File: src/hdl/wfdm_pkg.sv
// ----------------------------------------------------------------------------
// wfdm_pkg
// Widths, register codes, reset values and transfer types shared by the
// windowed frequency and duty meter.
// ----------------------------------------------------------------------------
package wfdm_pkg;

  localparam int LEVEL_W    = 8;
  localparam int CHIDX_W    = 3;
  localparam int COUNT_W    = 16;
  localparam int RATE_W     = 20;
  localparam int CCOUNT_W   = 4;
  localparam int FREQ_W     = 27;
  localparam int DUTY_W     = 15;
  localparam int FRAC_W     = 8;
  localparam int CFG_IDX_W  = 8;
  localparam int CFG_DATA_W = 20;
  localparam int MAX_LANES  = 8;

  localparam int FPROD_W  = COUNT_W + RATE_W;
  localparam int FNUM_W   = FPROD_W + FRAC_W;
  localparam int DSCALE_W = 15;
  localparam int DNUM_W   = COUNT_W + DSCALE_W;

  localparam logic [DSCALE_W-1:0] DUTY_SCALE = 15'd25600;

  localparam logic [CFG_IDX_W-1:0] REG_CHANNEL_COUNT  = 8'd0;
  localparam logic [CFG_IDX_W-1:0] REG_WINDOW_LENGTH  = 8'd1;
  localparam logic [CFG_IDX_W-1:0] REG_TICK_RATE_HZ   = 8'd2;
  localparam logic [CFG_IDX_W-1:0] REG_INITIAL_LEVELS = 8'd3;

  localparam logic [CCOUNT_W-1:0] RST_CHANNEL_COUNT = 4'd8;
  localparam logic [COUNT_W-1:0]  RST_WINDOW_LENGTH = 16'd1000;
  localparam logic [RATE_W-1:0]   RST_TICK_RATE_HZ  = 20'd1000;
  localparam logic [LEVEL_W-1:0]  RST_LEVELS        = 8'd0;

  typedef struct packed {
    logic [LEVEL_W-1:0] levels;
  } in_item_t;

  typedef struct packed {
    logic [CHIDX_W-1:0] channel_index;
    logic [COUNT_W-1:0] edge_total;
    logic [COUNT_W-1:0] high_total;
    logic [FREQ_W-1:0]  frequency_q8;
    logic [DUTY_W-1:0]  duty_q8;
    logic               last_of_window;
  } out_item_t;

  typedef struct packed {
    logic [CFG_IDX_W-1:0]  index;
    logic [CFG_DATA_W-1:0] value;
  } cfg_item_t;

  typedef struct packed {
    logic [CCOUNT_W-1:0] enabled;
    logic [COUNT_W-1:0]  window;
    logic [RATE_W-1:0]   rate;
  } meter_cfg_t;

endpackage

File: src/hdl/wfdm_counters.sv
// ----------------------------------------------------------------------------
// wfdm_counters
// Per-channel edge and high-level counter lanes, tick counter, previous
// levels and window end detection.
// ----------------------------------------------------------------------------
module wfdm_counters #(
  parameter int CHANNELS = 8
) (
  input  logic                          clk,
  input  logic                          rst_n,
  input  wfdm_pkg::meter_cfg_t          cfg,
  input  logic                          tick_en,
  input  logic [wfdm_pkg::LEVEL_W-1:0]  levels,
  input  logic                          load_prev,
  input  logic [wfdm_pkg::LEVEL_W-1:0]  prev_value,
  input  logic                          clear,
  input  logic [wfdm_pkg::CHIDX_W-1:0]  rd_ch,
  output logic                          win_end,
  output logic [wfdm_pkg::COUNT_W-1:0]  ticks,
  output logic [wfdm_pkg::COUNT_W-1:0]  rd_edge,
  output logic [wfdm_pkg::COUNT_W-1:0]  rd_high
);
  import wfdm_pkg::*;

  localparam int IDX_W = (CHANNELS > 1) ? $clog2(CHANNELS) : 1;

  logic [LEVEL_W-1:0] prev_r;
  logic [COUNT_W-1:0] tick_r;
  logic [COUNT_W-1:0] tick_nxt;
  logic [COUNT_W-1:0] edge_w [CHANNELS];
  logic [COUNT_W-1:0] high_w [CHANNELS];
  logic [IDX_W-1:0]   rd_sel;

  for (genvar i = 0; i < CHANNELS; i++) begin : g_lane
    localparam logic [CCOUNT_W:0] LANE_ID = (CCOUNT_W + 1)'(i);
    logic               lvl_now;
    logic               lvl_was;
    logic               lane_on;
    logic [COUNT_W-1:0] edge_r;
    logic [COUNT_W-1:0] high_r;

    if (i < MAX_LANES) begin : g_pin
      assign lvl_now = levels[i];
      assign lvl_was = prev_r[i];
    end else begin : g_none
      assign lvl_now = 1'b0;
      assign lvl_was = 1'b0;
    end

    assign lane_on = LANE_ID < {1'b0, cfg.enabled};

    always_ff @(posedge clk) begin
      if (!rst_n || clear) begin
        edge_r <= '0;
        high_r <= '0;
      end else if (tick_en && lane_on) begin
        if (lvl_now) high_r <= high_r + 1'b1;
        if (lvl_now && !lvl_was) edge_r <= edge_r + 1'b1;
      end
    end

    assign edge_w[i] = edge_r;
    assign high_w[i] = high_r;
  end

  assign tick_nxt = tick_r + 1'b1;
  assign win_end  = tick_en && ((tick_nxt >= cfg.window) || (tick_nxt == '0));
  assign ticks    = tick_r;

  always_ff @(posedge clk) begin
    if (!rst_n) begin
      tick_r <= '0;
      prev_r <= RST_LEVELS;
    end else begin
      if (clear) begin
        tick_r <= '0;
      end else if (tick_en) begin
        tick_r <= tick_nxt;
      end
      if (load_prev) begin
        prev_r <= prev_value;
      end else if (tick_en) begin
        prev_r <= levels;
      end
    end
  end

  assign rd_sel  = IDX_W'(rd_ch);
  assign rd_edge = edge_w[rd_sel];
  assign rd_high = high_w[rd_sel];

endmodule

File: config.mk
export PLATFORM = sky130hd
export DESIGN_NAME = wfdm_counters
export DESIGN_NICKNAME = d
export VERILOG_FILES = /design/src/hdl/wfdm_pkg.sv /design/src/hdl/wfdm_counters.sv
export SDC_FILE = /design/constraint.sdc
export NUM_CORES = 1
export LEC_CHECK = 0
export ABC_AREA = 1
export BUFFER_PORTS_ARGS = -buffer_cell sky130_fd_sc_hd__buf_2
export CORE_ASPECT_RATIO = 0.6
export CORE_UTILIZATION = 25
export CTS_BUF_LIST = sky130_fd_sc_hd__clkbuf_8 sky130_fd_sc_hd__clkbuf_16
export DETAILED_ROUTE_END_ITERATION = 10
export GPL_ROUTABILITY_DRIVEN = 0
export SYNTH_ARGS = -nofsm -noshare
export SYNTH_HDL_FRONTEND = slang
export SYNTH_SLANG_ARGS = --single-unit
File: constraint.sdc
create_clock -name clk -period 2.4 [get_ports clk]
set_input_delay 0.12 -clock clk [delete_from_list [all_inputs] [get_ports clk]]
set_output_delay 0.12 -clock clk [all_outputs]
set_load 0.005 [all_outputs]
After elaboration in Yosys (flattened, before gate mapping)
Index checks and enable logic that the tools add are counted.
Word-level totals
  flip-flop bits (word level): 280
  bits in latches: 0
  memory bits (writable): 0
  ROM bits: 0
  word-level logic and storage cells: 102
  memories kept: 0
Operators by class
  $add $sub $neg: 17
  $mul: 0
  divide/modulo/power cells: 0
  order comparisons: 10
  equal/unequal tests: 0
  shift operators: 0
  mux-type cells: 8
  bitwise operators: 2
  reductions and logical operators: 47
Operators by type and width (number)
  adder 16 x 1 -> 16 bit, second input constant: 17
  binary-select mux 16 bit (select 3 bit): 2
  two-way mux 16 bit: 4
  AND reduction 2 bit: 16
  logical AND 1 bit: 17
  >= comparator 16 bit: 1
  zero test 16 bit: 1
  less-than comparator 3 x 4 -> 1 bit, first input constant: 4
  two-way mux 8 bit: 2
  zero test 1 bit: 9
  less-than comparator 1 x 4 -> 1 bit, first input constant: 2
  less-than comparator 2 x 4 -> 1 bit, first input constant: 2
  >= comparator 4 bit, second input constant: 1
  inverter 3 -> 4 bit: 1
  logical OR 1 bit: 2
  nonzero test 2 bit: 1
  OR reduction 2 bit: 1
  inverter 1 bit: 1

Longest topological paths before layout
Gate-level depths: netlist of the first run.
  depth in word-level cells: 4
  gate-level depth with buffers: 16

Worst setup path after synthesis of the first run
No wires, ideal clock.
  path type: flip-flop to output port
  start: reg tick_r[0], in the netlist ticks[0]
  end: out win_end
  arrival: 2161 ps
  slack: 119 ps
  cell stages (with the launch flop): 15
  path buffers: 0
  path through: dfxtp_1 -> inv_1 -> nor2_1 -> nand2_1 -> nor2_1 -> nand2_1 -> nand2_1 -> nand2_1 -> ha_1 -> nand2_1 -> nor2_1 -> nand2_1 -> nor4b_1 -> nor2_1 -> a21oi_1
Between the ends
  longest elaborated chain between the ends: 4
RTL lines
  start: declaration: line wfdm_counters.sv:28  | logic [COUNT_W-1:0] tick_r;
  start signal: assignment: line wfdm_counters.sv:78  | tick_r <= tick_nxt;
  adder 16 x 1 -> 16 bit *: line wfdm_counters.sv:66  | assign tick_nxt = tick_r + 1'b1;
  named net tick_nxt[15]: line wfdm_counters.sv:29  | logic [COUNT_W-1:0] tick_nxt;
  >= comparator 16 bit or zero test 16 bit (tied branches): line wfdm_counters.sv:67  | assign win_end = tick_en && ((tick_nxt >= cfg.window) || (tick_nxt == '0));
  logical OR 1 bit *: line wfdm_counters.sv:67
  logical AND 1 bit *: line wfdm_counters.sv:67
  end: declaration: line wfdm_counters.sv:18  | output logic win_end,
Mark *: on every way through the listed nets, which the timed path passes. The rest lies on a longest branch.

Final worst setup path of the first run
Same ends and word-level chain as after synthesis.

==> impl_metrics.tcl, run 1 <==
set metrics [dict create \
    synthXorXnorAreaFrac_pct 2.13 \
    crit_path_max_fanout 5 \
    synth_top_family_by_area "simple AND/OR/NAND/NOR gates" \
    cp.required_ps 2280 \
    grt_usage_pct 16.0 \
    worst_hold_path.endpoint "g_lane[3].high_r[1]$_SDFFE_PP0P_" \
    ys_seq_area_share_pct 34.9 \
    synth-compound-area-share_pct 22.1 \
    die_h_um 198 \
    clockRootBuffer "clkbuf_16" \
    hold_ws_ps 12.5 \
    antenna_found_initial 3 \
    status "complete, but fails checks" \
    pre_cts_ws_ps -264 \
    endpoint_kind "output port" \
    syn_to_final_growth_pct 20.9 \
    clk_pin_slew_ps 60 \
    routed_wl_mm 52.9 \
    max_stage_delay_ps 380 \
    use_met2_pct 21.0 \
    fin_util_pct 30.8 \
    yosys-top-cells-area "dfxtp_1, nand2_1, a21oi_1" \
    arrival_ps 2760 \
    met1_usage_pct 26.1 \
    hold_viol_final 0 \
    cap_violations 0 \
    grt_use_met3_pct 3.22 \
    cellPowerDensity_mw_per_mm2 556 \
    hold_depth 3 \
    postRouteAntennaNets 0 \
    ir_drop_uv 591 \
    crit_type "reg2out" \
    clock_path_buffers 3 \
    violations "setup timing" \
    rsz0062_at_grt "yes" \
    critical-path-top-delay-family "simple AND/OR/NAND/NOR gates" \
    clock_latency_ps 590 \
    grt_pass1_vias 14400 \
    avgSynthCellArea_sq_um 6.66 \
    gr-max-usage-layer "met1" \
    relSlewSlack_pct 53.3 \
    wl_per_cell_um 15.5 \
    yosysTopAreaCell "dfxtp_1" \
    hp-class "in2reg" \
    final_area_sq_mm 0.0194 \
    worst_slew_pin_slew_ps 701 \
    ys.warnings.count 0 \
    worstReg2RegStart "g_lane[3].edge_r[0]$_SDFFE_PP0P_" \
    synth.cell_area_sq_mm 0.0161 \
    slowest_stage "dfxtp_4" \
    placeableCoreArea_sq_mm 0.0631 \
    clock_skew_ps 18.4 \
    drt-pass1-iter-count 5 \
    tns_ps -477 \
    synth.area.mux_share_pct 0 \
    drive_above_1_share_pct 12.9 \
    syn_inst 2414 \
    synthSimpleGateAreaFrac_pct 28.2 \
    drv_slew 0 \
    dieArea_sq_mm 0.0653 \
    num_io_pins 113 \
    r2r-end "g_lane[3].edge_r[10]$_SDFFE_PP0P_" \
    ys.flop_type "dfxtp_1" \
    hp-start "levels[3]" \
    final.period_utilization_pct 120 \
    worstRegToRegCells 8 \
    synth_cell_type_count 54 \
    synthAdderAreaFrac_pct 2.65 \
    viasPerCell 4.83 \
    critPathLaunchType "flop" \
    crit_chain "ha_4, nand3_4, nor2_4, nand4_1, nand2_1, inv_1, ha_4, nand2_4, nor2_4, nand2_2, nor4b_4, nor2_1, a21oi_1, buf_2" \
    grt_overflow 0 \
    grt_max_degree 70 \
    setup_ws_ps -477 \
    die_x_um 329 \
    dpl.hpwl_mm 39.3 \
    synth-edff-count 0 \
    critPathBufInv 2 \
    drc_errors 0 \
    clock.fmax_ghz 0.348 \
    cts_tree "done" \
    cts.sinks 280 \
    htreeDepth 1 \
    ys_ff_latch 280 \
    portBuffers 92 \
    drt_iter0_drc 1922 \
    grt_pass1_wl_mm 83.1 \
    r2r_slack_ps 500 \
    leakage_nw 7.11 \
    num_vias 16500 \
    setup_violations 1 \
    cts_inserted_buffers 30 \
    startpoint "ticks[0]$_SDFFE_PP0P_" \
    start_util_pct 25.5 \
    dpl_cell_area_sq_mm 0.0178 \
    post-route-min-period_ps 2880 \
    finalNetCount 2642 \
    rows 71 \
    synthesis.nets 2512 \
    synth_top_area_share_pct 34.9 \
    synthArstFlopShare_pct 0 \
]
## through the flow
step | std cells | power [mW]
2_1_floorplan | 2414 | 5.36
3_3_place_gp | 3318 | 5.79
3_5_place_dp | 3318 | 5.79
4_1_cts | 3403 | 10.9
5_1_grt | 3410 | 11.2
6_report | 3410 | 10.8
## report_power, final
group | total [mW] | switching, mW | internal [mW]
clock network | 5.05 | 2.10 | 2.94
logic | 1.04 | 0.687 | 0.351
registers | 4.72 | 0.0406 | 4.68
## Yosys cell counts, types with 5 or more instances
library cell and number:
buf_2 5, ha_1 34, o211ai_1 6, dfxtp_1 280
inv_2 11, nor2_2 8, inv_1 320, nor4_1 6
a211oi_1 13, nor3b_1 8, buf_1 8, nand2_1 405
a21oi_1 300, xnor2_1 6, a221oi_1 21, a31oi_1 43
clkbuf_1 72, nand3_1 118, o21ai_0 234, o21a_1 16
nand2_2 10, nor2_4 15, xor2_1 33, nor2_1 238
nor3_1 105, nand4_1 42
## final cells by class
class | instances | area (sq um)
Tap cell | 839 | 1050
Multi-Input combinational cell | 1711 | 9070
Sequential cell | 280 | 5620
Clock inverter | 16 | 160
Fill cell | 6934 | 43600
Timing Repair Buffer | 188 | 1370
Clock buffer | 40 | 900
Inverter | 333 | 1250
Antenna cell | 3 | 7.51
## flip-flops by register name, summed over array words and instances, names as in the netlist
name           cells
g_lane.edge_r    128
g_lane.high_r    128
ticks             16
prev_r             8
## cells by family (layout without fill, tap and decap cells)
logic type	after synthesis	after routing
XOR/XNOR	39	39
other	0	3
AO/OA/AOI/OAI	653	653
adder cells (fa/ha/maj)	34	34
flip-flops	280	280
buffers and inverters	423	577
AND/OR/NAND/NOR	985	985
## worst max-delay path by stage
stage / to / slack (ps) / cells after the start
5_1_grt: win_end / -650 / 14
3_5_place_dp: win_end / -260 / 14
6_report: win_end / -480 / 14
2_1_floorplan: win_end / 120 / 14
3_3_place_gp: win_end / -200 / 14
4_1_cts: win_end / -530 / 16
## placed cells by master, fill, tap and decap left out, drive strengths merged, types with 7 or more instances in the layout
master and count:
nor3b 8, buf 163, clkbuf 40, dlygate4sd3 25, nand3 122, nor3 111, xor2 33, nor2 264
ha 34, o21ai 240, nand4 43, clkinv 10, inv 336, o21a 16, a221oi 21, dfxtp 280
nor4 7, a211oi 13, a31oi 43, a21oi 301, nand2 419
## worst min-delay path: stages
cell,delay (ps)
buf_2,130
nand2_4,180
a21oi_1,90
## per-layer routing
| layer | wire length (um) | up-vias | share of wire, % |
|---|---|---|---|
| li1 | - | 8357 | - |
| met1 | 27700 | 7467 | 52 |
| met2 | 19800 | 610 | 37 |
| met3 | 4640 | 48 | 8.8 |
| met4 | 686 | 0 | 1.3 |
| met5 | 0 | - | 0 |
## timing repair
item / in CTS / in global routing
gates resized for setup: 35 / 30
hold buffers: 25 / 0
setup buffers: 4 / 4
endpoints found under the setup margin: 1 / 2
endpoints found under the hold margin: 14 / 0
pin swaps: 13 / 21
gates cloned: 0 / 0
No activity file was read; power rests on OpenSTA's default activity.
==> inputs of run 2 (changes only) <==
- CORE_UTILIZATION: 25 -> 30
==> impl_metrics.tcl, run 2 (synthesis results as in run 1) <==
set metrics [dict create \
    viasPerCell 4.99 \
    cts_tree "done" \
    routed_wl_mm 52.5 \
    grt_overflow 0 \
    drc_errors 0 \
    ir_drop_uv 490 \
    drive_above_1_share_pct 12.9 \
    wl_per_cell_um 16.0 \
    portBuffers 92 \
    postRouteAntennaNets 0 \
    worst_slew_pin_slew_ps 745 \
    post-route-min-period_ps 2920 \
    clk_pin_slew_ps 60 \
    num_io_pins 113 \
    diodes 0 \
    arrival_ps 2800 \
    fillers 5627 \
    setup_ws_ps -524 \
    die_x_um 301 \
    max_stage_delay_ps 370 \
    violations "setup timing" \
    pre_cts_ws_ps -261 \
    clockRootBuffer "clkbuf_16" \
    critPathLaunchType "flop" \
    clock_path_buffers 3 \
    final_cells 3277 \
    grt_max_degree 151 \
    start_util_pct 30.5 \
    htreeDepth 1 \
    status "complete, but fails checks" \
    clock.fmax_ghz 0.342 \
    rows 65 \
    clock_skew_ps 11.7 \
    worstRegToRegCells 4 \
    grt_pass1_vias 14000 \
    drt_iter0_drc 1531 \
    crit_type "reg2out" \
    slowest_stage "dfxtp_4" \
    dp_cells 3189 \
    hp-class "in2reg" \
    clock_latency_ps 580 \
    antenna_found_initial 0 \
    leakage_nw 7.12 \
    drt-pass1-iter-count 6 \
    rsz0062_at_grt "yes" \
    cp.required_ps 2280 \
    crit_path_max_fanout 3 \
    endpoint_kind "output port" \
    final_common_cell "nand2_1" \
    cap_violations 0 \
    final.period_utilization_pct 122 \
    worst_hold_path.endpoint "g_lane[7].high_r[0]$_SDFFE_PP0P_" \
    r2r_slack_ps 480 \
    hp-start "cfg[39]" \
    die_h_um 181 \
    crit_chain "buf_6, inv_4, nor2_4, nand2_2, nor2_4, nand2_1, nand2_1, nand2_2, ha_4, nand2_4, nor2_4, nand2_4, nor4b_4, nor2_1, a21oi_1, buf_2" \
    syn_to_final_growth_pct 19.8 \
    worstReg2RegStart "prev_r[3]$_SDFFE_PN0P_" \
    fin_util_pct 36.5 \
    grt_usage_pct 18.7 \
    dieArea_sq_mm 0.0545 \
    hold_depth 3 \
    cts.sinks 280 \
    finalNetCount 2649 \
    drv_slew 0 \
    relSlewSlack_pct 49.8 \
    cellPowerDensity_mw_per_mm2 551 \
    setup_violations 1 \
    final_cell_mix "nand2_1, inv_1, a21oi_1, dfxtp_1, o21ai_0" \
    grt_pass1_wl_mm 81.1 \
    cts_inserted_buffers 31 \
    num_vias 16400 \
    placeableCoreArea_sq_mm 0.0527 \
    dpl.hpwl_mm 38.8 \
    hold_viol_final 0 \
    r2r-end "prev_r[3]$_SDFFE_PN0P_" \
    crit_path_frequent_cell "nor2_4" \
]
-- run 2: worst max-delay path, delay by kind of cell, from the launching register on --
kind,cells,cell delay [ps]
buf+inv,3,270
simple gates,11,1180
flops,1,370
fa+ha+maj,1,280
compound gates,1,120
-- run 2: metrics by stage --
| stage | instance area (sq um) | hold slack, ps | TNS, ps | total power [mW] |
|---|---|---|---|---|
| 6_report | 19300 | 40.6 | -524 | 10.6 |
| 5_1_grt | 19300 | 21.3 | -711 | 11.0 |
| 4_1_cts | 19100 | 3.72 | -546 | 10.7 |
| 3_5_place_dp | 17700 | 400 | -261 | 5.78 |
| 3_3_place_gp | 17700 | 406 | -217 | 5.79 |
| 2_1_floorplan | 16100 | 259 | 0 | 5.36 |
-- run 2: power by group --
group	internal (mW)	switching, mW	leakage [nW]	total (mW)
logic	0.356	0.686	4.32	1.04
registers	4.68	0.0405	2.26	4.72
clock network	2.82	2.02	0.538	4.84
total	7.86	2.75	7.12	10.6
-- run 2: worst max-delay path by stage --
| stage | cells after the start | slack (ps) | startpoint | end |
|---|---|---|---|---|
| global route | 16 | -710 | ticks[2]$_SDFFE_PP0P_ | win_end |
| floorplan | 14 | 120 | ticks[0]$_SDFFE_PP0P_ | win_end |
| CTS | 15 | -550 | ticks[0]$_SDFFE_PP0P_ | win_end |
| global placement | 14 | -220 | ticks[0]$_SDFFE_PP0P_ | win_end |
| detailed placement | 14 | -260 | ticks[0]$_SDFFE_PP0P_ | win_end |
| finish | 16 | -520 | ticks[0]$_SDFFE_PP0P_ | win_end |
-- run 2: what timing repair did --
action / in CTS / in global routing
hold buffers: 26 / 0
endpoints found under the setup margin: 2 / 4
hold endpoints to repair: 14 / 0
setup buffers: 3 / 3
pin swaps: 4 / 16
gates resized for setup: 23 / 41
-- run 2: metal layers --
metal | global-route usage, % | share of wire, % | wire [um]
met3 | 3.60 | 9.4 | 4930
met5 | 0 | 0 | 0
met2 | 22.9 | 35 | 18600
met1 | 31.5 | 53 | 27900
met4 | 4.22 | 2.0 | 1060
-- run 2: cell type report --
class                           count  area (sq um)  share of cell area [%]
Multi-Input combinational cell   1711          9070                    47.1
Clock buffer                       40           900                    4.67
Sequential cell                   280          5620                    29.2
Clock inverter                     16           123                   0.637
Timing Repair Buffer              194          1410                    7.30
Tap cell                          703           880                    4.57
Inverter                          333          1260                    6.52
==> inputs of run 3 (changes only) <==
- CTS_BUF_LIST: sky130_fd_sc_hd__clkbuf_8 sky130_fd_sc_hd__clkbuf_16 -> sky130_fd_sc_hd__clkbuf_4
==> impl_metrics.tcl, run 3 (synthesis results as in run 1) <==
set metrics [dict create \
    status "complete, but fails checks" \
    violations "setup timing" \
    portBuffers 92 \
    cap_violations 0 \
    tns_ps -705 \
    worst_slew_pin_slew_ps 713 \
    grt_pass1_wl_mm 82.8 \
    final_cell_mix "nand2_1, inv_1, a21oi_1, dfxtp_1, nor2_1" \
    cts_tree "done" \
    seq_area_sq_mm 0.00562 \
    endpoint_kind "output port" \
    grt_usage_pct 19.2 \
    fillers 5686 \
    htreeDepth 3 \
    hold_viol_final 0 \
    num_io_pins 113 \
    wl_per_cell_um 15.8 \
    drc_errors 0 \
    clock_path_buffers 3 \
    viasPerCell 4.98 \
    worstRegToRegCells 4 \
    final_common_cell "nand2_1" \
    hold_depth 4 \
    dpl.hpwl_mm 38.8 \
    start_util_pct 30.5 \
    antenna_found_initial 1 \
    worst_hold_path.endpoint "prev_r[0]$_SDFFE_PN0P_" \
    cellPowerDensity_mw_per_mm2 521 \
    clk_pin_slew_ps 70 \
    rows 65 \
    drt-pass1-iter-count 5 \
    worstReg2RegStart "prev_r[3]$_SDFFE_PN0P_" \
    drive_above_1_share_pct 15.3 \
    relSlewSlack_pct 52.0 \
    die_h_um 181 \
    num_vias 16700 \
    grt_overflow 0 \
    cp.required_ps 2280 \
    dieArea_sq_mm 0.0545 \
    syn_to_final_growth_pct 20.2 \
    total_power_mw 10.1 \
    die_x_um 301 \
    clockRootBuffer "clkbuf_4" \
    placeableCoreArea_sq_mm 0.0527 \
    drt_iter0_drc 1633 \
    ir_drop_uv 224 \
    clock_skew_ps 43.1 \
    post-route-min-period_ps 3100 \
    setup_violations 1 \
    r2r-end "prev_r[3]$_SDFFE_PN0P_" \
    clock_latency_ps 770 \
    hp-class "in2reg" \
    rsz0062_at_grt "yes" \
    crit_type "reg2out" \
    leakage_nw 7.20 \
    critPathLaunchType "flop" \
    routed_wl_mm 53.2 \
    arrival_ps 2980 \
    hp-start "prev_value[0]" \
    setup_ws_ps -705 \
    multi_input_area_sq_mm 0.00913 \
    fin_util_pct 36.6 \
    r2r_slack_ps 440 \
    drv_slew 0 \
    cts_inserted_buffers 78 \
    grt_max_degree 151 \
    clock.fmax_ghz 0.322 \
    cts.sinks 280 \
    grt_pass1_vias 14600 \
    finalNetCount 2708 \
    postRouteAntennaNets 0 \
    final.period_utilization_pct 129 \
    crit_path_max_fanout 3 \
]
run 3: cell count changes in the layout (fill, tap and decap cells not counted), sizes merged:
cell	previous run	this run
diode	0	1
clkbuf	40	110
clkinv	11	13
dlygate4sd3	26	36
bufinv	2	1
buf	168	170
inv	336	333
run 3: power by group:
part / internal, mW / switching (mW)
clock: 2.18 / 2.09
sequential: 4.68 / 0.0403
combinational: 0.369 / 0.694
run 3: metal layers:
metal | GRT usage [%] | share of wire (%) | vias to the layer above
li1 | - | - | 8520
met1 | 31.3 | 53 | 7466
met2 | 23.3 | 35 | 675
met3 | 5.25 | 9.8 | 61
met4 | 5.12 | 1.8 | 0
met5 | 0 | 0 | -
run 3: layout make-up:
| type | count | share of cell area, % |
|---|---|---|
| tap | 703 | 4.55 |
| multi-input combinational | 1711 | 47.3 |
| clock buffer | 110 | 4.28 |
| sequential | 280 | 29.1 |
| antenna | 1 | 0.0130 |
| clock inverter | 14 | 0.408 |
| inverter | 333 | 6.49 |
| timing repair buffer | 206 | 7.85 |
run 3: stage by stage:
step	worst slack, ps	instance area (sq um)	std cells	hold WS, ps
2_1_floorplan	119	16100	2414	259
3_3_place_gp	-217	17700	3189	406
3_5_place_dp	-261	17700	3189	400
4_1_cts	-790	19100	3352	144
5_1_grt	-952	19300	3358	186
6_report	-705	19300	3358	213
run 3: repair_timing:
| action | 4_1_cts | 5_1_grt |
|---|---|---|
| hold buffers | 36 | 0 |
| resized for setup | 35 | 52 |
| pin swaps | 6 | 21 |
| endpoints found under the setup margin | 11 | 16 |
| setup buffers | 3 | 5 |
| endpoints found under the hold margin | 95 | 0 |
run 3: how the worst max path moves through the flow:
stage | slack, ps | endpoint | startpoint | cells after the start
floorplan | 120 | win_end | ticks[0]$_SDFFE_PP0P_ | 14
detailed placement | -260 | win_end | ticks[0]$_SDFFE_PP0P_ | 14
global placement | -220 | win_end | ticks[0]$_SDFFE_PP0P_ | 14
CTS | -790 | win_end | ticks[0]$_SDFFE_PP0P_ | 16
global route | -950 | win_end | ticks[7]$_SDFFE_PP0P_ | 15
finish | -700 | win_end | ticks[4]$_SDFFE_PP0P_ | 15
run 3: worst max-delay path: stages, from the launching register on:
cell and delay [ps]:
dfxtp_1 340, buf_4 110, nand2_1 120, nor2_2 190
buf_4 140, nand3_1 70, nand2_1 110, inv_1 70
ha_1 270, nand2_1 50, nor2_2 140, nand2_4 70
nor4b_4 240, nor2_1 60, a21oi_1 120, buf_2 130
