### src/hdl/wfdm_pkg.sv
// ----------------------------------------------------------------------------
// wfdm_pkg
// Widths, register codes, reset values and transfer types shared by the
// windowed frequency and duty meter.
// ----------------------------------------------------------------------------
package wfdm_pkg;

  localparam int LEVEL_W    = 8;
  localparam int CHIDX_W    = 3;
  localparam int COUNT_W    = 16;
  localparam int RATE_W     = 20;
  localparam int CCOUNT_W   = 4;
  localparam int FREQ_W     = 27;
  localparam int DUTY_W     = 15;
  localparam int FRAC_W     = 8;
  localparam int CFG_IDX_W  = 8;
  localparam int CFG_DATA_W = 20;
  localparam int MAX_LANES  = 8;

  localparam int FPROD_W  = COUNT_W + RATE_W;
  localparam int FNUM_W   = FPROD_W + FRAC_W;
  localparam int DSCALE_W = 15;
  localparam int DNUM_W   = COUNT_W + DSCALE_W;

  localparam logic [DSCALE_W-1:0] DUTY_SCALE = 15'd25600;

  localparam logic [CFG_IDX_W-1:0] REG_CHANNEL_COUNT  = 8'd0;
  localparam logic [CFG_IDX_W-1:0] REG_WINDOW_LENGTH  = 8'd1;
  localparam logic [CFG_IDX_W-1:0] REG_TICK_RATE_HZ   = 8'd2;
  localparam logic [CFG_IDX_W-1:0] REG_INITIAL_LEVELS = 8'd3;

  localparam logic [CCOUNT_W-1:0] RST_CHANNEL_COUNT = 4'd8;
  localparam logic [COUNT_W-1:0]  RST_WINDOW_LENGTH = 16'd1000;
  localparam logic [RATE_W-1:0]   RST_TICK_RATE_HZ  = 20'd1000;
  localparam logic [LEVEL_W-1:0]  RST_LEVELS        = 8'd0;

  typedef struct packed {
    logic [LEVEL_W-1:0] levels;
  } in_item_t;

  typedef struct packed {
    logic [CHIDX_W-1:0] channel_index;
    logic [COUNT_W-1:0] edge_total;
    logic [COUNT_W-1:0] high_total;
    logic [FREQ_W-1:0]  frequency_q8;
    logic [DUTY_W-1:0]  duty_q8;
    logic               last_of_window;
  } out_item_t;

  typedef struct packed {
    logic [CFG_IDX_W-1:0]  index;
    logic [CFG_DATA_W-1:0] value;
  } cfg_item_t;

  typedef struct packed {
    logic [CCOUNT_W-1:0] enabled;
    logic [COUNT_W-1:0]  window;
    logic [RATE_W-1:0]   rate;
  } meter_cfg_t;

endpackage

### src/hdl/wfdm_stream_if.sv
// ----------------------------------------------------------------------------
// wfdm_stream_if
// Valid/ready channel carrying one payload per transfer.
// ----------------------------------------------------------------------------
interface wfdm_stream_if #(parameter type data_t = logic);

  logic  valid;
  logic  ready;
  data_t data;

  modport source (output valid, output data, input ready);
  modport sink (input valid, input data, output ready);

endinterface

### src/hdl/wfdm_divider.sv
// ----------------------------------------------------------------------------
// wfdm_divider
// Bit-serial restoring divider, one quotient bit per cycle; the quotient
// saturates to all ones when it does not fit.
// ----------------------------------------------------------------------------
module wfdm_divider #(
  parameter int NUM_W = 44,
  parameter int DEN_W = 16,
  parameter int Q_W   = 27
) (
  input  logic             clk,
  input  logic             rst_n,
  input  logic             start,
  input  logic [NUM_W-1:0] num,
  input  logic [DEN_W-1:0] den,
  output logic             busy,
  output logic [Q_W-1:0]   quotient
);

  localparam int CNT_W = $clog2(NUM_W + 1);

  logic [NUM_W-1:0] num_r;
  logic [DEN_W-1:0] den_r;
  logic [DEN_W-1:0] rem_r;
  logic [Q_W-1:0]   q_r;
  logic             ovf_r;
  logic [CNT_W-1:0] cnt_r;
  logic [DEN_W:0]   trial;
  logic             fits;

  assign trial = {rem_r, num_r[NUM_W-1]};
  assign fits  = trial >= {1'b0, den_r};

  always_ff @(posedge clk) begin
    if (!rst_n) begin
      cnt_r <= '0;
    end else if (start) begin
      cnt_r <= CNT_W'(NUM_W);
    end else if (cnt_r != '0) begin
      cnt_r <= cnt_r - 1'b1;
    end
  end

  always_ff @(posedge clk) begin
    if (start) begin
      num_r <= num;
      den_r <= den;
      rem_r <= '0;
      q_r   <= '0;
      ovf_r <= 1'b0;
    end else if (cnt_r != '0) begin
      num_r <= {num_r[NUM_W-2:0], 1'b0};
      rem_r <= fits ? DEN_W'(trial - {1'b0, den_r}) : trial[DEN_W-1:0];
      q_r   <= {q_r[Q_W-2:0], fits};
      ovf_r <= ovf_r | q_r[Q_W-1];
    end
  end

  assign busy     = cnt_r != '0;
  assign quotient = ovf_r ? '1 : q_r;

endmodule

### src/hdl/wfdm_report.sv
// ----------------------------------------------------------------------------
// wfdm_report
// Window report sequencer: walks the enabled channels, forms the products,
// runs the frequency and duty dividers and holds each result for transfer.
// ----------------------------------------------------------------------------
module wfdm_report (
  input  logic                          clk,
  input  logic                          rst_n,
  input  wfdm_pkg::meter_cfg_t          cfg,
  input  logic                          win_end,
  input  logic [wfdm_pkg::COUNT_W-1:0]  ticks,
  input  logic [wfdm_pkg::COUNT_W-1:0]  rd_edge,
  input  logic [wfdm_pkg::COUNT_W-1:0]  rd_high,
  output logic [wfdm_pkg::CHIDX_W-1:0]  rd_ch,
  output logic                          clear,
  output logic                          idle,
  wfdm_stream_if.source                 out_ch
);
  import wfdm_pkg::*;

  localparam logic [2:0] S_IDLE  = 3'd0;
  localparam logic [2:0] S_MUL   = 3'd1;
  localparam logic [2:0] S_START = 3'd2;
  localparam logic [2:0] S_DIV   = 3'd3;
  localparam logic [2:0] S_OUT   = 3'd4;

  logic [2:0]         state_r;
  logic [2:0]         state_nxt;
  logic [CHIDX_W-1:0] ch_r;
  logic [CHIDX_W-1:0] ch_nxt;
  logic [COUNT_W-1:0] edge_r;
  logic [COUNT_W-1:0] high_r;
  logic [FPROD_W-1:0] fprod_r;
  logic [DNUM_W-1:0]  dprod_r;
  out_item_t          out_r;
  logic               div_start;
  logic               div_done;
  logic               f_busy;
  logic               d_busy;
  logic [FREQ_W-1:0]  f_q;
  logic [DUTY_W-1:0]  d_q;
  logic               last_ch;

  assign last_ch  = (CCOUNT_W'(ch_r) + 1'b1) == cfg.enabled;
  assign div_done = !f_busy && !d_busy;

  always_comb begin
    state_nxt = state_r;
    ch_nxt    = ch_r;
    div_start = 1'b0;
    clear     = 1'b0;
    case (state_r)
      S_IDLE: begin
        if (win_end) begin
          state_nxt = S_MUL;
          ch_nxt    = '0;
        end
      end
      S_MUL: state_nxt = S_START;
      S_START: begin
        div_start = 1'b1;
        state_nxt = S_DIV;
      end
      S_DIV: begin
        if (div_done) state_nxt = S_OUT;
      end
      S_OUT: begin
        if (out_ch.ready) begin
          if (last_ch) begin
            clear     = 1'b1;
            state_nxt = S_IDLE;
          end else begin
            ch_nxt    = ch_r + 1'b1;
            state_nxt = S_MUL;
          end
        end
      end
      default: state_nxt = S_IDLE;
    endcase
  end

  always_ff @(posedge clk) begin
    if (!rst_n) begin
      state_r <= S_IDLE;
      ch_r    <= '0;
    end else begin
      state_r <= state_nxt;
      ch_r    <= ch_nxt;
    end
  end

  always_ff @(posedge clk) begin
    if (state_r == S_MUL) begin
      edge_r  <= rd_edge;
      high_r  <= rd_high;
      fprod_r <= FPROD_W'(rd_edge) * FPROD_W'(cfg.rate);
      dprod_r <= DNUM_W'(rd_high) * DNUM_W'(DUTY_SCALE);
    end
    if (state_r == S_DIV && div_done) begin
      out_r.channel_index  <= ch_r;
      out_r.edge_total     <= edge_r;
      out_r.high_total     <= high_r;
      out_r.frequency_q8   <= f_q;
      out_r.duty_q8        <= d_q;
      out_r.last_of_window <= last_ch;
    end
  end

  wfdm_divider #(
    .NUM_W (FNUM_W),
    .DEN_W (COUNT_W),
    .Q_W   (FREQ_W)
  ) u_freq_div (
    .clk      (clk),
    .rst_n    (rst_n),
    .start    (div_start),
    .num      ({fprod_r, FRAC_W'(0)}),
    .den      (cfg.window),
    .busy     (f_busy),
    .quotient (f_q)
  );

  wfdm_divider #(
    .NUM_W (DNUM_W),
    .DEN_W (COUNT_W),
    .Q_W   (DUTY_W)
  ) u_duty_div (
    .clk      (clk),
    .rst_n    (rst_n),
    .start    (div_start),
    .num      (dprod_r),
    .den      (ticks),
    .busy     (d_busy),
    .quotient (d_q)
  );

  assign rd_ch        = ch_r;
  assign idle         = state_r == S_IDLE;
  assign out_ch.valid = state_r == S_OUT;
  assign out_ch.data  = out_r;

endmodule

### src/flat_wrapper.sv
// flat-port wrapper written by rule: the top's interface ports become plain ports
module wfdm_report_flat import wfdm_pkg::*;
  (clk, rst_n, cfg, win_end, ticks, rd_edge, rd_high, rd_ch, clear, idle, out_ch_valid, out_ch_data, out_ch_ready);
  wfdm_stream_if out_ch_i ();
  input  logic clk;
  input  logic rst_n;
  input  wfdm_pkg::meter_cfg_t cfg;
  input  logic win_end;
  input  logic [wfdm_pkg::COUNT_W-1:0] ticks;
  input  logic [wfdm_pkg::COUNT_W-1:0] rd_edge;
  input  logic [wfdm_pkg::COUNT_W-1:0] rd_high;
  output logic [wfdm_pkg::CHIDX_W-1:0] rd_ch;
  output logic clear;
  output logic idle;
  output wire logic [$bits(out_ch_i.valid)-1:0] out_ch_valid;
  output wire logic [$bits(out_ch_i.data)-1:0] out_ch_data;
  input wire logic [$bits(out_ch_i.ready)-1:0] out_ch_ready;
  assign out_ch_valid = out_ch_i.valid;
  assign out_ch_data = out_ch_i.data;
  assign out_ch_i.ready = out_ch_ready;
  wfdm_report u_core (.clk(clk), .rst_n(rst_n), .cfg(cfg), .win_end(win_end), .ticks(ticks), .rd_edge(rd_edge), .rd_high(rd_high), .rd_ch(rd_ch), .clear(clear), .idle(idle), .out_ch(out_ch_i));
endmodule
### config.mk
export PLATFORM = sky130hd
export DESIGN_NAME = wfdm_report_flat
export DESIGN_NICKNAME = d
export VERILOG_FILES = /design/src/hdl/wfdm_pkg.sv /design/src/hdl/wfdm_stream_if.sv /design/src/hdl/wfdm_divider.sv /design/src/hdl/wfdm_report.sv /design/src/flat_wrapper.sv
export SDC_FILE = /design/constraint.sdc
export NUM_CORES = 1
export LEC_CHECK = 0
export ABC_AREA = 1
export BUFFER_PORTS_ARGS = -buffer_cell sky130_fd_sc_hd__buf_2
export CORE_UTILIZATION = 36
export CTS_BUF_LIST = sky130_fd_sc_hd__clkbuf_16
export DETAILED_ROUTE_END_ITERATION = 7
export PLACE_DENSITY = 0.79
export SYNTH_ARGS = -nofsm -noshare
export SYNTH_HDL_FRONTEND = slang
export SYNTH_SLANG_ARGS = --single-unit
### constraint.sdc
create_clock -name clk -period 2 [get_ports clk]
set_input_delay 0.2 -clock clk [delete_from_list [all_inputs] [get_ports clk]]
set_output_delay 0.2 -clock clk [all_outputs]
set_load 0.005 [all_outputs]
**Word-level counts from Yosys, hierarchy flattened**

Index checks and enable logic that the tools add are counted.

- Logic and storage cells: 50
- Output and inout bits: 7
- Bits in registers: 18
- Input bits: 92

- Add/sub/neg operators: 4
- Mux-type cells: 17
- Bitwise logic cells: 1
- Reduce and logical (&&, ||, !) cells: 13
- Equal/unequal tests: 9

Operators with widths:

| cell | number |
|---|---|
| $mux W3 | 6 |
| $pmux W3 S5 | 1 |
| $mux W6 | 2 |
| $mux W5 | 2 |
| $eq A3 B2 Y1 const B | 2 |
| $pmux W3 S2 | 1 |
| $reduce_bool A2 Y1 | 3 |
| $reduce_bool A6 Y1 | 1 |
| $sub A6 B1 Y6 const B | 1 |
| $mux W1 | 5 |
| $reduce_bool A5 Y1 | 1 |
| $sub A5 B1 Y5 const B | 1 |
| $add A3 B1 Y4 const B | 1 |
| $eq A4 B4 Y1 | 1 |
| $ne A2 B1 Y1 const B | 2 |
| $ne A2 B2 Y1 const B | 2 |
| $reduce_and A4 Y1 | 1 |
| $add A3 B1 Y3 const B | 1 |
| $eq A3 B1 Y1 const B | 1 |
| $eq A3 B3 Y1 const B | 1 |
| $logic_not A3 Y1 | 1 |
| $reduce_and A3 Y1 | 1 |
| $logic_and A1 B1 Y1 | 2 |
| $logic_not A1 Y1 | 2 |
| 2 further kinds | 2 |

**Depth between registers and ports, before layout**

Gate-level depths: netlist of run 1.

- Word-level depth: 5
- Gate-level depth with buffers: 10
- Gate-level depth less buffers: 10

**Hierarchy**

A second synthesis of run 1 with hierarchy kept.

- Cell total of the unflattened synthesis: 3217
- Area, all modules: 25120.3 µm²

Modules (own cells, without submodules):

| module | area each (µm²) | instances | cells an instance |
|---|---|---|---|
| wfdm_report | 14878.0 | 1 | 1909 |
| wfdm_divider at u_core.u_freq_div | 5652.9 | 1 | 733 |
| wfdm_divider at u_core.u_duty_div | 4589.4 | 1 | 575 |

**Worst setup path before layout of run 1**

OpenSTA, ideal clock, no wires.

- Path kind: flip-flop to flip-flop
- Start: register u_core.ch_r[0], in the netlist u_core.rd_ch[0]
- End: register u_core.ch_r[1], in the netlist u_core.rd_ch[1]
- Stages on the path, launching flop included: 10
- Data required time: 1.887 ns
- Setup time: 0.113 ns
- Period minus slack after synthesis: 1.429 ns
- Buffers on the path: 0
- Arrival: 1.316 ns
- Setup slack: 0.571 ns
- Cell sequence: dfxtp_1 -> ha_1 -> nand2_1 -> nand2_1 -> nor2_1 -> nand4_1 -> nand2_1 -> nand2_1 -> nand2_1 -> nor2_1

- Word-level cells in the longest chain between the ends: 4
- Elaborated cells between the ends (all ways): 8
- Classes of those cells: add/sub (2); eq/ne (2); mux (3); reduce/logical (1)

RTL lines:

| item | RTL line | RTL |
|---|---|---|
| from (decl) | wfdm_report.sv:29 | `logic [CHIDX_W-1:0] ch_r;` |
| from (signal assigned) | wfdm_report.sv:88 | `ch_r <= ch_nxt;` |
| $add A3 B1 Y4 or $add A3 B1 Y3 (tied branches) | wfdm_report.sv:44, wfdm_report.sv:73 |  |
| $eq A4 B4 Y1 or $mux W3 (tied branches) | wfdm_report.sv:44, wfdm_report.sv:69 |  |
| $ne A2 B2 Y1 (no source line) or $mux W3 (tied branches) | n/a |  |
| $reduce_and A4 Y1 (no source line) or $pmux W3 S2 (tied branches) | n/a |  |

Several ways; a longest one is shown, not always the timed one. The select of a mux whose other input is x is not followed.
A chain may end at the register's enable or synchronous reset.

**Worst setup path in the final report of run 1**

- Start: register u_core.ch_r[0], in the netlist u_core.rd_ch[0]
- End: output port clear

- Word-level cells in the longest chain between the ends: 5

RTL lines:

| item | RTL line | RTL |
|---|---|---|
| $add A3 B1 Y4 | wfdm_report.sv:44 | `assign last_ch = (CCOUNT_W'(ch_r) + 1'b1) == cfg.enabled;` |
| $eq A4 B4 Y1 | wfdm_report.sv:44 |  |
| $mux W1 | wfdm_report.sv:69 | `if (last_ch) begin` |
| $mux W1 | wfdm_report.sv:68 | `if (out_ch.ready) begin` |
| $mux W1 | wfdm_report.sv:52 | `case (state_r)` |
| to (decl) | flat_wrapper.sv:13 | `output logic clear;` |

Every way passes these cells.

==> results of run 1 <==
[path summary, 6_finish.rpt]
check,slack [ns],cells after the start,end
setup / recovery,0.15,8,clear
hold reg to reg,0.46,2,u_core.u_freq_div.cnt_r[0]$_SDFFE_PP0P_
setup reg to reg,0.48,10,u_core.rd_ch[1]$_SDFFE_PN0P_
hold / removal,0.25,3,u_core.rd_ch[0]$_SDFFE_PN0P_
[kinds of logic after synthesis]
kind of cell	after synthesis	synth area share (%)
compound gates	17	9.03
fa+ha+maj	4	4.75
xor+xnor	2	1.66
buf+inv	32	11.4
simple gates	85	38.0
flops	18	35.2
[placed cells by master, fill, tap and decap left out, drive strengths merged, types with 2 or more instances in the layout]
cell type | netlist | final
dfxtp | 17 | 17
nand2 | 44 | 44
a31oi | 4 | 4
buf | 0 | 14
o21ai | 2 | 2
a21oi | 9 | 9
nand3 | 10 | 10
clkbuf | 1 | 3
nor2 | 23 | 23
xor2 | 2 | 2
nand4 | 4 | 4
ha | 4 | 4
nor3 | 2 | 2
inv | 31 | 31
[worst min-delay path: cells and delay by family]
family / cells / cell delay, ns
buffers and inverters: 1 / 0.15
AND/OR/NAND/NOR: 2 / 0.11
[metrics by stage]
stage	worst slack (ns)	utilization, %	cells
after floorplan	0.571	-	158
after global placement	0.417	42.0	202
after detailed placement	0.392	42.0	202
after CTS	0.124	44.9	206
after global routing	0.0468	44.9	206
final	0.151	44.9	206
[power breakdown]
group	total, mW	switching, mW	internal, mW
clock	0.405	0.139	0.266
sequential	0.562	0.0859	0.476
combinational	0.731	0.441	0.289
[registers in the layout, indices dropped and copies added (netlist names)]
register                 count
u_core.u_duty_div.cnt_r      5
u_core.out_ch.data           1
u_core.u_freq_div.cnt_r      6
u_core.rd_ch                 3
u_core.state_r               3
[layer usage]
metal  track usage [%]  up-vias  part of all wire [%]
li1                  -      530                     -
met2              20.4       19                    43
met5                 0        -                     0
met3              2.09        5                   3.5
met1              16.1      414                    51
met4              9.76        0                   2.9
[layout make-up]
type	count	area, um^2	share of cell area (%)
well taps	31	38.8	3.13
repair buffers	14	70.1	5.66
clock inverters	1	3.75	0.303
multi-input cells	108	563	45.5
inverters	31	116	9.39
clock buffers	3	75.1	6.06
flip-flops and latches	18	372	30.0
[timing repair]
item / CTS / global route
endpoints found under the setup margin: 0 / 1
resized for setup: 0 / 1
endpoints found under the hold margin: 0 / 0
==> impl_results.md, run 1 <==
- Status: complete, no violations
- CTS tree: yes
- Post-CTS setup buffer count: 0
- Core area: 2760 um^2
- GRT overflow: 0
- CTS Hold Bufs: 0
- Final ANT Viol Nets: 0
- Tmin final: 1.85 ns
- Critical path launch point type: flop
- Number of synthesized register bits: 18
- H-tree lvl count: 1
- Vias in the first global route: 816
- Vias after detailed routing: 968
- Biggest area consumer among synthesized cells: dfxtp_1
- Crit path max-delay family: simple AND/OR/NAND/NOR gates
- Slew Limit Headroom: 80.5%
- Hold WC Path Type: input pin to flop
- CP max FO: 7
- Post-Syn Area: 1050 um^2
- Yosys cell types: 24
- Worst-path clk slew: 0.05 ns
- Most used cell, CP: nand2_1
- Final Cycle Share: 92.5%
- Detailed Routing Iterations Pass 1: 4
- Ports: 99
- Classification of the worst setup path: flop to primary output
- WHS: 0.251 ns
- HP Start: rst_n
- Clk sinks: 18
- Tightest Pin Transition: 0.292 ns
- PortBufs: 14
- Worst EP arrival: 1.65 ns
- Filler Cells Inserted: 295
- Hpwl dp: 1430 um
- Fin. Hold Viols: 0
- Die H: 56.1 um
- Total global-route track usage: 13.1%
- Main flop type after synthesis: dfxtp_1
- Yosys top cell area share: 32.3%
- RSZ-0062 raised after global routing: false
- Static Leak: 0.660 nW
- Sequential share of the synthesized area: 35.2%
- Share of cells above drive strength 1: 17.1%
- Slowest CP cell: dfxtp_2
- Drt total wl: 1880 um
- First-pass GRT wire length: 3220 um
- Total power: 1.70 mW
- Final net count: 272
- Max VDD drop: 0.815 mV
- DR vias/cell: 4.70
- Pwr/cell area: 1370 nW/um^2
- CP required: 1.80 ns
- Slew Viols, Final: 0
- Routed length per instance: 9.11 um
- Worst skew pair latency: 0.25 ns
- Initial antenna violation count: 0
- Crit path cell chain: ha_1 -> inv_2 -> nand2_1 -> nand2_1 -> nor2_1 -> nand3_1 -> nor3_1 -> buf_2
- DRC Markers: 0
- Clock Path Buffers: 2
- Root Buffer Master: clkbuf_16
- Die footprint: 3150 um^2
- Cell Area, Placed: 1160 um^2
- Final GP Congestion: 0.799
- CP max stage delay: 0.35 ns
- Number of synthesized flops with an enable pin: 1
- Gate Count Post-Synth: 158
- Async SR Flop Fraction: 0%
- Design Area, Final: 1240 um^2
- Starting density of the core: 38.2%
- Die W: 56.1 um
- Largest net degree at the start of global routing: 11
- Largest cells by area after synthesis: dfxtp_1 32%, nand2_1 15%, inv_1 9.3%
- ANT cells: 0
- FMAX: 0.541 GHz
- Setup_tns: 0 ns
- Synth Warn #: 0
- Net Count, Synth: 254
- Clk_skew: 0.00228 ns
- Max-Cap Viols: 0
- CP endpoint kind: primary output
- Final setup fails: 0
- Top-count cell post-synth: nand2_1
- Syn_area_per_cell: 6.67 um^2
- TritonCTS Buffers: 3
- Most frequent cells after synthesis: 42 x nand2_1, 26 x inv_1, 20 x nor2_1
- Area Growth Syn to Fin: 17.6%
- Crit path from: u_core.rd_ch[0]$_SDFFE_PN0P_
- R2r startpoint: u_core.rd_ch[0]$_SDFFE_PN0P_
- Core Rows: 19
- Worst Path Buf+Inv: 2
- Initial DRC count: 50
Power figures use the tool's default switching activity.
==> inputs of run 2 (changes only) <==
--- a/config.mk
+++ b/config.mk
@@ -7,10 +7,10 @@
 export LEC_CHECK = 0
 export ABC_AREA = 1
 export BUFFER_PORTS_ARGS = -buffer_cell sky130_fd_sc_hd__buf_2
-export CORE_UTILIZATION = 36
+export CORE_UTILIZATION = 30
 export CTS_BUF_LIST = sky130_fd_sc_hd__clkbuf_16
 export DETAILED_ROUTE_END_ITERATION = 7
-export PLACE_DENSITY = 0.79
+export PLACE_DENSITY_LB_ADDON = 0.08
 export SYNTH_ARGS = -nofsm -noshare
 export SYNTH_HDL_FRONTEND = slang
 export SYNTH_SLANG_ARGS = --single-unit
==> run 2 against run 1 <==
Cell area up 1.5%. Largest power group unchanged. Final cell count grew 7.3%. Total power down 0.55%.
==> impl_results.md, run 2 (same netlist as run 1, synthesis figures left out) <==
- CP endpoint kind: primary output
- Detailed Routing Iterations Pass 1: 4
- Biggest register: u_core.u_freq_div.cnt_r
- CTS tree: yes
- Final net count: 272
- PortBufs: 14
- Root Buffer Master: clkbuf_16
- Worst-path clk slew: 0.05 ns
- Worst skew pair latency: 0.25 ns
- CP required: 1.80 ns
- CP max FO: 7
- Clk_skew: 0.00178 ns
- Routed length per instance: 9.24 um
- H-tree lvl count: 1
- Drt total wl: 2040 um
- Starting density of the core: 31.3%
- Slowest CP cell: dfxtp_2
- Core Rows: 21
- Final Cycle Share: 90.7%
- ANT cells: 0
- Setup_tns: 0 ns
- Area Growth Syn to Fin: 19.4%
- Final GP Congestion: 0.800
- DR vias/cell: 4.36
- Hpwl dp: 1600 um
- FMAX: 0.551 GHz
- Commonest non-fill, non-tap cell in the layout: nand2_1
- Tmin final: 1.81 ns
- Fin. Hold Viols: 0
- Biggest regs: u_core.u_freq_div.cnt_r (6), u_core.u_duty_div.cnt_r (5)
- Vias in the first global route: 778
- Core Util, Final: 37.4%
- Max reg flops: 6
- TritonCTS Buffers: 3
- Status: complete, no violations
- Worst EP arrival: 1.61 ns
- Core area: 3360 um^2
- Clk sinks: 18
- Clock Path Buffers: 2
- Crit path max-delay family: simple AND/OR/NAND/NOR gates
- Commonest non-fill, non-tap cells in the layout: 42 x nand2_1, 26 x inv_1, 20 x nor2_1
- Fin worst setup slack: 0.186 ns
- Initial antenna violation count: 0
- Area of the multi-input gates: 563 um^2
- Pwr/cell area: 1340 nW/um^2
- Max VDD drop: 0.555 mV
- Vias after detailed routing: 964
- Ports: 99
- RSZ-0062 raised after global routing: false
- Crit path cell chain: ha_1 -> inv_2 -> nand2_1 -> nand2_1 -> nor2_1 -> nand3_1 -> nor3_1 -> buf_2
- Most used cell, CP: nand2_1
- Max-Cap Viols: 0
- First-pass GRT wire length: 3320 um
- Static Leak: 0.660 nW
- Classification of the worst setup path: flop to primary output
- Worst Path Buf+Inv: 2
- Die footprint: 3750 um^2
- Hold WC Path Type: input pin to flop
- Worst slack at placement: 0.378 ns
- DRC Markers: 0
- Total global-route track usage: 12.2%
- Largest net degree at the start of global routing: 11
- GRT overflow: 0
- Final ANT Viol Nets: 0
- Tightest Pin Transition: 0.341 ns
- Register area: 372 um^2
- Filler Cells Inserted: 386
- Final setup fails: 0
- Share of cells above drive strength 1: 17.1%
- Die H: 61.3 um
- Die W: 61.3 um
- Slew Viols, Final: 0
- Critical path launch point type: flop
- Initial DRC count: 30
- Slew Limit Headroom: 77.2%
- CP max stage delay: 0.35 ns
run 2: cell counts in the layout (fill, tap and decap cells not counted):
No cell type changed its count.
run 2: metal layers:
layer / share of wire, % / vias up / GRT usage [%]
met1: 48 / 418 / 14.9
met5: 0 / - / 0
li1: - / 531 / -
met2: 48 / 13 / 20.5
met4: 0.98 / 0 / 5.84
met3: 3.3 / 2 / 2.52
run 2: cell type report:
| class | count | share of cell area [%] |
|---|---|---|
| Clock buffer | 3 | 5.97 |
| Clock inverter | 1 | 0.299 |
| Inverter | 31 | 9.25 |
| Multi-Input combinational cell | 108 | 44.8 |
| Sequential cell | 18 | 29.6 |
| Tap cell | 46 | 4.58 |
| Timing Repair Buffer | 14 | 5.57 |
run 2: power breakdown:
part | internal [mW] | total [mW] | switching (mW) | leakage, nW
sequential | 0.476 | 0.558 | 0.0827 | 0.150
combinational | 0.289 | 0.730 | 0.441 | 0.471
clock | 0.266 | 0.400 | 0.135 | 0.0385
total | 1.03 | 1.69 | 0.658 | 0.660
run 2: final timing paths:
check,startpoint,endpoint,slack [ns],cells past startpoint
min,rst_n,u_core.rd_ch[0]$_SDFFE_PN0P_,0.27,3
max reg2reg,u_core.u_duty_div.cnt_r[0]$_SDFFE_PN0P_,u_core.out_ch.data$_DFFE_PP_,0.47,6
min reg2reg,u_core.u_freq_div.cnt_r[0]$_SDFFE_PP0P_,u_core.u_freq_div.cnt_r[0]$_SDFFE_PP0P_,0.46,2
max,u_core.rd_ch[0]$_SDFFE_PN0P_,clear,0.19,8
run 2: per-stage QoR:
stage	hold slack (ns)	power [mW]	cells	instance area, um^2
floorplan	0.434	1.15	158	1050
global placement	0.448	1.28	217	1180
detailed placement	0.451	1.30	217	1180
CTS	0.271	1.72	221	1260
global route	0.276	1.87	221	1260
finish	0.269	1.69	221	1260
run 2: timing repair:
item | CTS | global route
hold buffers | 0 | 0
gates resized for setup | 0 | 1
hold endpoints to repair | 0 | 0
setup buffers | 0 | 0
setup endpoints to repair | 0 | 1
run 2: worst min-delay path: stages:
cell	delay (ns)
buf_2	0.16
nand2_1	0.08
nor2_1	0.03
==> inputs of run 3 (changes only) <==
--- a/config.mk
+++ b/config.mk
@@ -10,7 +10,7 @@
 export CORE_UTILIZATION = 30
 export CTS_BUF_LIST = sky130_fd_sc_hd__clkbuf_16
 export DETAILED_ROUTE_END_ITERATION = 7
-export PLACE_DENSITY_LB_ADDON = 0.08
+export PLACE_DENSITY = 0.68
 export SYNTH_ARGS = -nofsm -noshare
 export SYNTH_HDL_FRONTEND = slang
 export SYNTH_SLANG_ARGS = --single-unit
==> run 3 against run 2 <==
Non-clock buffer count unchanged. Largest cell class unchanged. Sequential power increased by 0.9%. Global-route usage decreased by 0.86 points. Utilization increased by 0.15 points. Critical path type unchanged. Wire length increased by 1.7%. Critical endpoint unchanged. Critical path depth unchanged.
==> impl_results.md, run 3 (same netlist as run 1, synthesis figures left out) <==
- Root Buffer Master: clkbuf_16
- Status: complete, no violations
- Tightest Pin Transition: 0.323 ns
- Tmin final: 1.81 ns
- H-tree lvl count: 1
- Static Leak: 0.660 nW
- R2R setup slack: 0.45 ns
- First-pass GRT wire length: 3220 um
- FF-to-FF path depth: 10
- Fin. Hold Viols: 0
- Pwr/cell area: 1340 nW/um^2
- FMAX: 0.552 GHz
- DRC Markers: 0
- Core area: 3360 um^2
- Total global-route track usage: 11.4%
- Drt total wl: 2080 um
- CP max FO: 5
- Total power: 1.70 mW
- Max reg flops: 6
- Classification of the worst setup path: flop to primary output
- Max-Cap Viols: 0
- Worst skew pair latency: 0.24 ns
- Final setup fails: 0
- Commonest non-fill, non-tap cell in the layout: nand2_1
- DR vias/cell: 4.47
- Vias after detailed routing: 987
- PortBufs: 14
- Biggest register: u_core.u_freq_div.cnt_r
- Final GP Congestion: 0.693
- Clock Path Buffers: 2
- Final ANT Viol Nets: 0
- Die H: 61.3 um
- Largest net degree at the start of global routing: 11
- Slew Limit Headroom: 78.4%
- Detailed Routing Iterations Pass 1: 4
- Critical path launch point type: flop
- Vias in the first global route: 814
- Hold EP: u_core.rd_ch[0]$_SDFFE_PN0P_
- Core Rows: 21
- Clk sinks: 18
- Clk_skew: 0.00118 ns
- Commonest non-fill, non-tap cells in the layout: 42 x nand2_1, 26 x inv_1, 20 x nor2_1
- Hold WC Path Type: input pin to flop
- Routed length per instance: 9.40 um
- Share of cells above drive strength 1: 17.7%
- TritonCTS Buffers: 3
- Biggest regs: u_core.u_freq_div.cnt_r (6), u_core.u_duty_div.cnt_r (5)
- Hold-critical path depth: 3
- Crit Reg-Reg Endpoint: u_core.rd_ch[1]$_SDFFE_PN0P_
- Area Growth Syn to Fin: 19.8%
- GRT overflow: 0
- CP endpoint kind: primary output
- Hpwl dp: 1580 um
- CTS tree: yes
- Max VDD drop: 0.540 mV
- Die footprint: 3750 um^2
- Final net count: 272
- Slew Viols, Final: 0
- R2r startpoint: u_core.rd_ch[1]$_SDFFE_PN0P_
- HP Start: rst_n
- CTS Hold Bufs: 0
- Ports: 99
- Initial antenna violation count: 0
- Starting density of the core: 31.3%
- Final Cycle Share: 90.6%
- Worst-path clk slew: 0.05 ns
- ANT cells: 0
- Worst EP arrival: 1.61 ns
- Initial DRC count: 36
- Die W: 61.3 um
- WHS: 0.259 ns
- CP required: 1.80 ns
[run 3: changes by cell type in the layout (fill, tap and decap cells not counted)]
cell,delta
nor3_1,-1
nor3_2,+1
[run 3: worst max path at each step]
stage,startpoint,endpoint,slack (ns),depth (start not counted)
after global placement,u_core.rd_ch[0]$_SDFFE_PN0P_,clear,0.41,7
after CTS,u_core.rd_ch[0]$_SDFFE_PN0P_,clear,0.09,7
after floorplan,u_core.rd_ch[0]$_SDFFE_PN0P_,u_core.rd_ch[1]$_SDFFE_PN0P_,0.57,9
final,u_core.rd_ch[1]$_SDFFE_PN0P_,clear,0.19,8
after detailed placement,u_core.rd_ch[0]$_SDFFE_PN0P_,clear,0.36,7
after global routing,u_core.rd_ch[0]$_SDFFE_PN0P_,clear,-0.001,8
[run 3: repair_timing]
item                                    4_1_cts  5_1_grt
gates resized for setup                       0        2
endpoints found under the setup margin        0        1
buffers inserted                              0        0
[run 3: final cells by class]
cell class | count | area, um^2
fill | 376 | 2100
multi-input combinational | 108 | 568
timing repair buffer | 14 | 70.1
tap | 46 | 57.6
clock buffer | 3 | 75.1
clock inverter | 1 | 3.75
sequential | 18 | 372
inverter | 31 | 116
[run 3: stage by stage]
step | std cells | cell area (um^2) | util, % | setup slack (ns) | TNS [ns]
floorplan | 158 | 1050 | - | 0.571 | 0
CTS | 221 | 1260 | 37.4 | 0.0885 | 0
finish | 221 | 1260 | 37.5 | 0.188 | 0
global route | 221 | 1260 | 37.5 | -0.00106 | -0.00106
detailed placement | 217 | 1180 | 35.0 | 0.356 | 0
global placement | 217 | 1180 | 35.0 | 0.408 | 0
[run 3: per-layer routing]
layer  vias up  global-route usage (%)  part of all wire [%]
met3         2                    2.73                   3.5
met5         -                       0                     0
met2        19                    20.0                    48
li1        532                       -                     -
met1       434                    13.5                    48
met4         0                    3.90                  0.48
[run 3: worst max-delay path, cell delays in order, from the launching register on]
cell,delay (ns)
dfxtp_1,0.34
ha_1,0.32
inv_2,0.04
nand2_1,0.05
nand2_1,0.05
nor2_1,0.15
nand3_1,0.15
nor3_2,0.13
buf_2,0.13
[run 3: power breakdown]
part           internal, mW  leakage, nW  switching, mW  total [mW]
Clock                 0.265       0.0385          0.127       0.392
Combinational         0.289        0.471          0.453       0.742
Sequential            0.476        0.150         0.0867       0.563
